File: src/hdl/mtc_pkg.sv
// Shared types and constants for the monotone triple counter.
package mtc_pkg;

  // Running total width and its saturation value
  localparam int unsigned TOTAL_W = 22;
  localparam logic [TOTAL_W-1:0] TOTAL_MAX = {TOTAL_W{1'b1}};

  // Commands from the controller to the datapath
  typedef struct packed {
    logic start;    // latch a new beat and open the scan
    logic scan_rd;  // issue one element read and advance the scan index
    logic finish;   // store the element, update the total, load the result
  } cmd_t;

  // Status from the datapath to the controller
  typedef struct packed {
    logic full;      // capacity reached, the next element is dropped
    logic empty;     // no element held yet
    logic scan_end;  // the read being issued is the last held element
  } sts_t;

endpackage

File: src/hdl/mtc_ctrl.sv
// Controller state machine: accepts a beat, runs the scan, hands off the result.
module mtc_ctrl (
  input  logic          clk,
  input  logic          rst_n,
  input  logic          in_valid,
  output logic          in_ready,
  output logic          out_valid,
  input  logic          out_ready,
  input  mtc_pkg::sts_t sts,
  output mtc_pkg::cmd_t cmd
);

  typedef enum logic [3:0] {
    S_IDLE   = 4'b0001,
    S_SCAN   = 4'b0010,
    S_DRAIN  = 4'b0100,
    S_FINISH = 4'b1000
  } state_t;

  state_t state_r, state_nxt;
  logic   out_valid_r, out_valid_nxt;
  logic   accept;
  logic   out_free;

  assign in_ready = (state_r == S_IDLE);
  assign accept   = in_valid && in_ready;
  assign out_free = !out_valid_r || out_ready;
  assign out_valid = out_valid_r;

  // Decode state and status into commands and next state
  always_comb begin
    state_nxt     = state_r;
    cmd           = '0;
    out_valid_nxt = out_valid_r && !out_ready;
    unique case (state_r)
      S_IDLE: begin
        if (accept) begin
          cmd.start = 1'b1;
          if (sts.full || sts.empty) begin
            state_nxt = S_FINISH;
          end else begin
            state_nxt = S_SCAN;
          end
        end
      end
      S_SCAN: begin
        cmd.scan_rd = 1'b1;
        if (sts.scan_end) begin
          state_nxt = S_DRAIN;
        end
      end
      S_DRAIN: begin
        state_nxt = S_FINISH;
      end
      S_FINISH: begin
        if (out_free) begin
          cmd.finish    = 1'b1;
          out_valid_nxt = 1'b1;
          state_nxt     = S_IDLE;
        end
      end
      default: begin
        state_nxt = S_IDLE;
      end
    endcase
  end

  // Hold state and the result valid flag
  always_ff @(posedge clk) begin
    if (!rst_n) begin
      state_r     <= S_IDLE;
      out_valid_r <= 1'b0;
    end else begin
      state_r     <= state_nxt;
      out_valid_r <= out_valid_nxt;
    end
  end

  // An accepted beat blocks further beats until its result is loaded
  a_busy_after_accept: assert property (@(posedge clk) disable iff (!rst_n)
    accept |=> !in_ready)
    else $error("input accepted while previous beat still in work");

  // The last read always drains into the finish step
  a_drain_to_finish: assert property (@(posedge clk) disable iff (!rst_n)
    (state_r == S_DRAIN) |=> (state_r == S_FINISH))
    else $error("drain step did not lead to finish");

  // A result never overwrites one that is still waiting
  a_no_overwrite: assert property (@(posedge clk) disable iff (!rst_n)
    (state_r == S_FINISH && out_valid_r && !out_ready) |=> (state_r == S_FINISH))
    else $error("result loaded over a pending beat");

endmodule

File: config.mk
export PLATFORM = sky130hd
export DESIGN_NAME = mtc_ctrl
export DESIGN_NICKNAME = d
export VERILOG_FILES = /design/src/hdl/mtc_pkg.sv /design/src/hdl/mtc_ctrl.sv
export SDC_FILE = /design/constraint.sdc
export NUM_CORES = 1
export LEC_CHECK = 0
export ABC_CLOCK_PERIOD_IN_PS = 3900
export BUFFER_PORTS_ARGS = -buffer_cell sky130_fd_sc_hd__buf_4
export CORE_AREA = 2 2 39 41
export CTS_CLUSTER_DIAMETER = 120
export DETAILED_ROUTE_END_ITERATION = 16
export DIE_AREA = 0 0 41 43
export SYNTH_ARGS = -nofsm -noshare
export SYNTH_HDL_FRONTEND = slang
export SYNTH_SLANG_ARGS = --single-unit
File: constraint.sdc
create_clock -name clk -period 3.9 [get_ports clk]
set_clock_uncertainty 0.2 [all_clocks]
set_input_delay 0.585 -clock clk [delete_from_list [all_inputs] [get_ports clk]]
set_output_delay 0.585 -clock clk [all_outputs]
set_load 0.1 [all_outputs]
## Yosys cells after proc, flatten, opt, wreduce, memory -nomap -nowiden

Index checks and enable logic that the tools add are counted.

- Register bits: 5
- Bits in latches: 0
- Memory bits (writable): 0
- Bits in read-only memories: 0
- Input port bits: 7
- Output and inout port bits: 5
- Logic and storage cells: 28
- Memories kept: 0

- $add $sub $neg: 0
- Multiply operators: 0
- Divide/modulo/power cells: 0
- Order comparisons: 0
- Equal/unequal tests: 7
- Shifts and indexed selects: 0
- Multiplexer cells: 12
- Bitwise gates (word level): 0
- Reduce and logical (&&, ||, !) cells: 7

Operators with widths:

| operator | number |
|---|---|
| 2-to-1 mux 4 bit | 4 |
| case mux 4 bit (4 select lines) | 1 |
| 2-to-1 mux 1 bit | 7 |
| equality test 4 x 1 -> 1 bit, second input constant | 1 |
| equality test 4 x 2 -> 1 bit, second input constant | 1 |
| equality test 4 x 3 -> 1 bit, second input constant | 1 |
| equality test 4 bit, second input constant | 1 |
| != test 2 bit, second input constant | 2 |
| AND reduction 3 bit | 1 |
| logical AND 1 bit | 2 |
| zero test 1 bit | 2 |
| logical OR 1 bit | 2 |
| != test 2 x 1 -> 1 bit, second input constant | 1 |

## Depth between registers and ports, before layout

- Depth after elaboration: 4
- Mapped depth: 3
- Mapped depth without buffers: 3

## Worst setup path before layout

OpenSTA, ideal clock, no wires.

- Kind: flip-flop to output port
- From: register state_r[0]
- To: output cmd[2] in the netlist's numbering
- Arrival: 3.179 ns
- Required time: 3.115 ns
- Path slack: -0.064 ns
- Cell stages (with the launch flop): 3
- Cells stage by stage: dfxtp_1 -> nor4b_2 -> and2_1

RTL lines:

| what | RTL line | RTL |
|---|---|---|
| from (decl) | mtc_ctrl.sv:20 | `state_t state_r, state_nxt;` |
| from (signal assigned) | mtc_ctrl.sv:74 | `state_r <= state_nxt;` |
| to (decl) | mtc_ctrl.sv:10 | `output mtc_pkg::cmd_t cmd` |

==> results by group <==
Critical path
  – Type of origin of the critical path: flip-flop
  – CP max stage cell: dfxtp_1
  – Worst-path fanout max: 8
  – Worst path cell trace: nor4b_4, and2_1, buf_4
  – CP endpoint kind: output port
  – Critical Path RT: 3.12 ns
  – Crit path largest cell delay: 0.47 ns
  – CP Data Arrival Time: ~1.5 ns
  – WS Path Type: reg2out

Floorplan
  – Die X: 41 um
  – Core Box Area: 1380 sq um
  – Cell Rows: 14
  – I/O pin count: 12
  – Die area: 1760 sq um
  – Starting Density: 22.7%
  – Die Span Y: 43 um

Clock network
  – Cts hold-fix bufs: 0
  – Clock Latency Late Sink: approximately 0.24 ns
  – Post-CTS sizing: 0
  – Setup repair bufs after CTS: 0
  – Clk sinks: 5
  – CTS tree: built
  – H-tree depth: 1
  – CTS root buffer: clkbuf_4
  – Clock transition at path regs: 0.04 ns
  – Num CTS Buffers: 3
  – Clock buffer depth: 2

Pwr
  – Leakage: 0.000197 uW
  – Worst VDD drop: 0.139 mV
  – P per Cell Area: roughly 450 nW/um^2
  – Pwr Total: 200 uW

Synthesis
  – Top cell type's share of synthesized area: 31.9%
  – Main synth FF type: dfxtp_1
  – Post-synth EDFFs: 0
  – Yosys top cell by area: dfxtp_1
  – Top cells by area, synth: dfxtp_1 32%, nor4b_2 14%, or3b_1 5.6%
  – Post-Syn Nets: 41
  – Cells after Synth: 34
  – Synth warn: 0
  – Most frequent cell after synthesis: dfxtp_1
  – Synth unique cells: 19
  – Syn avg cell area: 9.24 sq um
  – Seq/Total Area, Yosys: 31.9%
  – Async set-reset flop share out of synthesis: 0%
  – Mapped Area: 314 sq um
  – Yosys reg bits: 5
  – Post-synth top cells: 5 x dfxtp_1, 4 x inv_1, 3 x nor2_1, 3 x nor4b_2

Cells and area
  – Final cell count without fillers: 64
  – Post-Route Utilization: 32.1%
  – Fraction of layout cells with a size suffix above 1: 35.4%
  – Final net count: 56
  – Syn-to-layout area delta: 41.4%
  – # diodes: 0

Drt
  – DRT antenna net count: 0
  – Routed WL per cell: roughly 11 um
  – Initial detailed-routing violation count: 3
  – Wirelength, routed: around 710 um
  – Post-DR vias/cell: ~4.8
  – Drt first pass iters: 2
  – Vias after detailed routing: ~300
  – Residual DRC: 0

STA
  – Rel. slew slack: 78.1%
  – Final setup vio count: 0
  – Setup TNS: 0 ns
  – Final worst slack: between 1.5 and 2 ns
  – Period utilization: 58.4%
  – Final Max Slew Viols: 0
  – Final hold violations: 0
  – FMAX: 0.439 GHz
  – Unrepaired setup endpoints after global routing: no
  – Min Clock Period, post-route: ~2.3 ns
  – Least-Margin Pin Slew: 0.328 ns

Hold path
  – Worst hold path type: in2reg

Global routing
  – Largest net degree at the start of global routing: 9
  – Antenna violations before repair: 0
  – Vias in the first global route: around 290
  – Grt total ovfl: 0
  – First-pass GRT wire length: 1190 um
  – GRT Total Usage: 10.6%

Place
  – Dpl hpwl: 588 um
  – Number of port buffers: 11
  – Pre-CTS setup slack: ~1.9 ns
  – Final GP Congestion: about 0.67
  – Placed cell count: 60

Run status
  – Status: finished clean

Flow run
  – Max-Cap Viols: 0
[area by class of cell]
| cell class | instances | area [sq um] |
|---|---|---|
| multi-input cells | 24 | 200 |
| fillers | 146 | 940 |
| well taps | 16 | 20.0 |
| inverters | 4 | 15.0 |
| flip-flops and latches | 5 | 100 |
| repair buffers | 11 | 82.6 |
| clock buffers | 4 | 26.3 |
[worst paths after layout]
kind / start / to / slack [ns] / cells after the start
min: rst_n / state_r[1]$_SDFFE_PN0P_ / 0.39 / 2
max reg2reg: state_r[2]$_SDFFE_PN0P_ / state_r[0]$_SDFFE_PN1P_ / 2.27 / 3
min reg2reg: out_valid$_SDFF_PN0_ / out_valid$_SDFF_PN0_ / 0.43 / 3
max: state_r[0]$_SDFFE_PN1P_ / cmd[2] / 1.62 / 3
[cells in the final DEF, fill, tap and decap left out, types with 2 or more instances in the layout]
cell type	instances
clkbuf_4	3
buf_4	11
nor2b_1	2
o21a_1	2
nand2b_1	2
nor2_1	3
nor4b_2	2
inv_1	4
dfxtp_1	5
or3b_1	2
[critical path: cells and delay by family, from the launching register on]
family	cells	cell delay (ns)
buf+inv	1	0.28
flops	1	0.47
simple gates	2	0.50
[per-stage QoR]
stage | cell area (sq um) | hold WS (ns)
global placement | 418 | 0.432
finish | 444 | 0.393
detailed placement | 418 | 0.433
global route | 444 | 0.409
CTS | 444 | 0.389
floorplan | 323 | 0.462
[report_power, final]
group	internal (uW)	leakage (uW)	switching, uW
logic	26.8	0.000141	51.9
clock network	38.6	0.0000150	19.7
registers	55.3	0.0000408	7.66
total	121	0.000197	79.3
[flip-flops by register name (all words and copies together), names as in the netlist]
name,count
out_valid,1
state_r,4
[cells by family after synthesis]
group / synth area share (%)
simple gates: 41.4
compound gates: 19.5
flops: 31.9
buf+inv: 7.17
[layer usage]
metal / wire length [um] / global-route usage (%) / share of wire [%]
met1: 322 / 12.9 / 45
met2: 318 / 13.4 / 45
met3: 45 / 2.09 / 6.3
met4: 25 / 12.0 / 3.5
met5: 0 / 0 / 0
No activity file was read; power rests on OpenSTA's default activity.
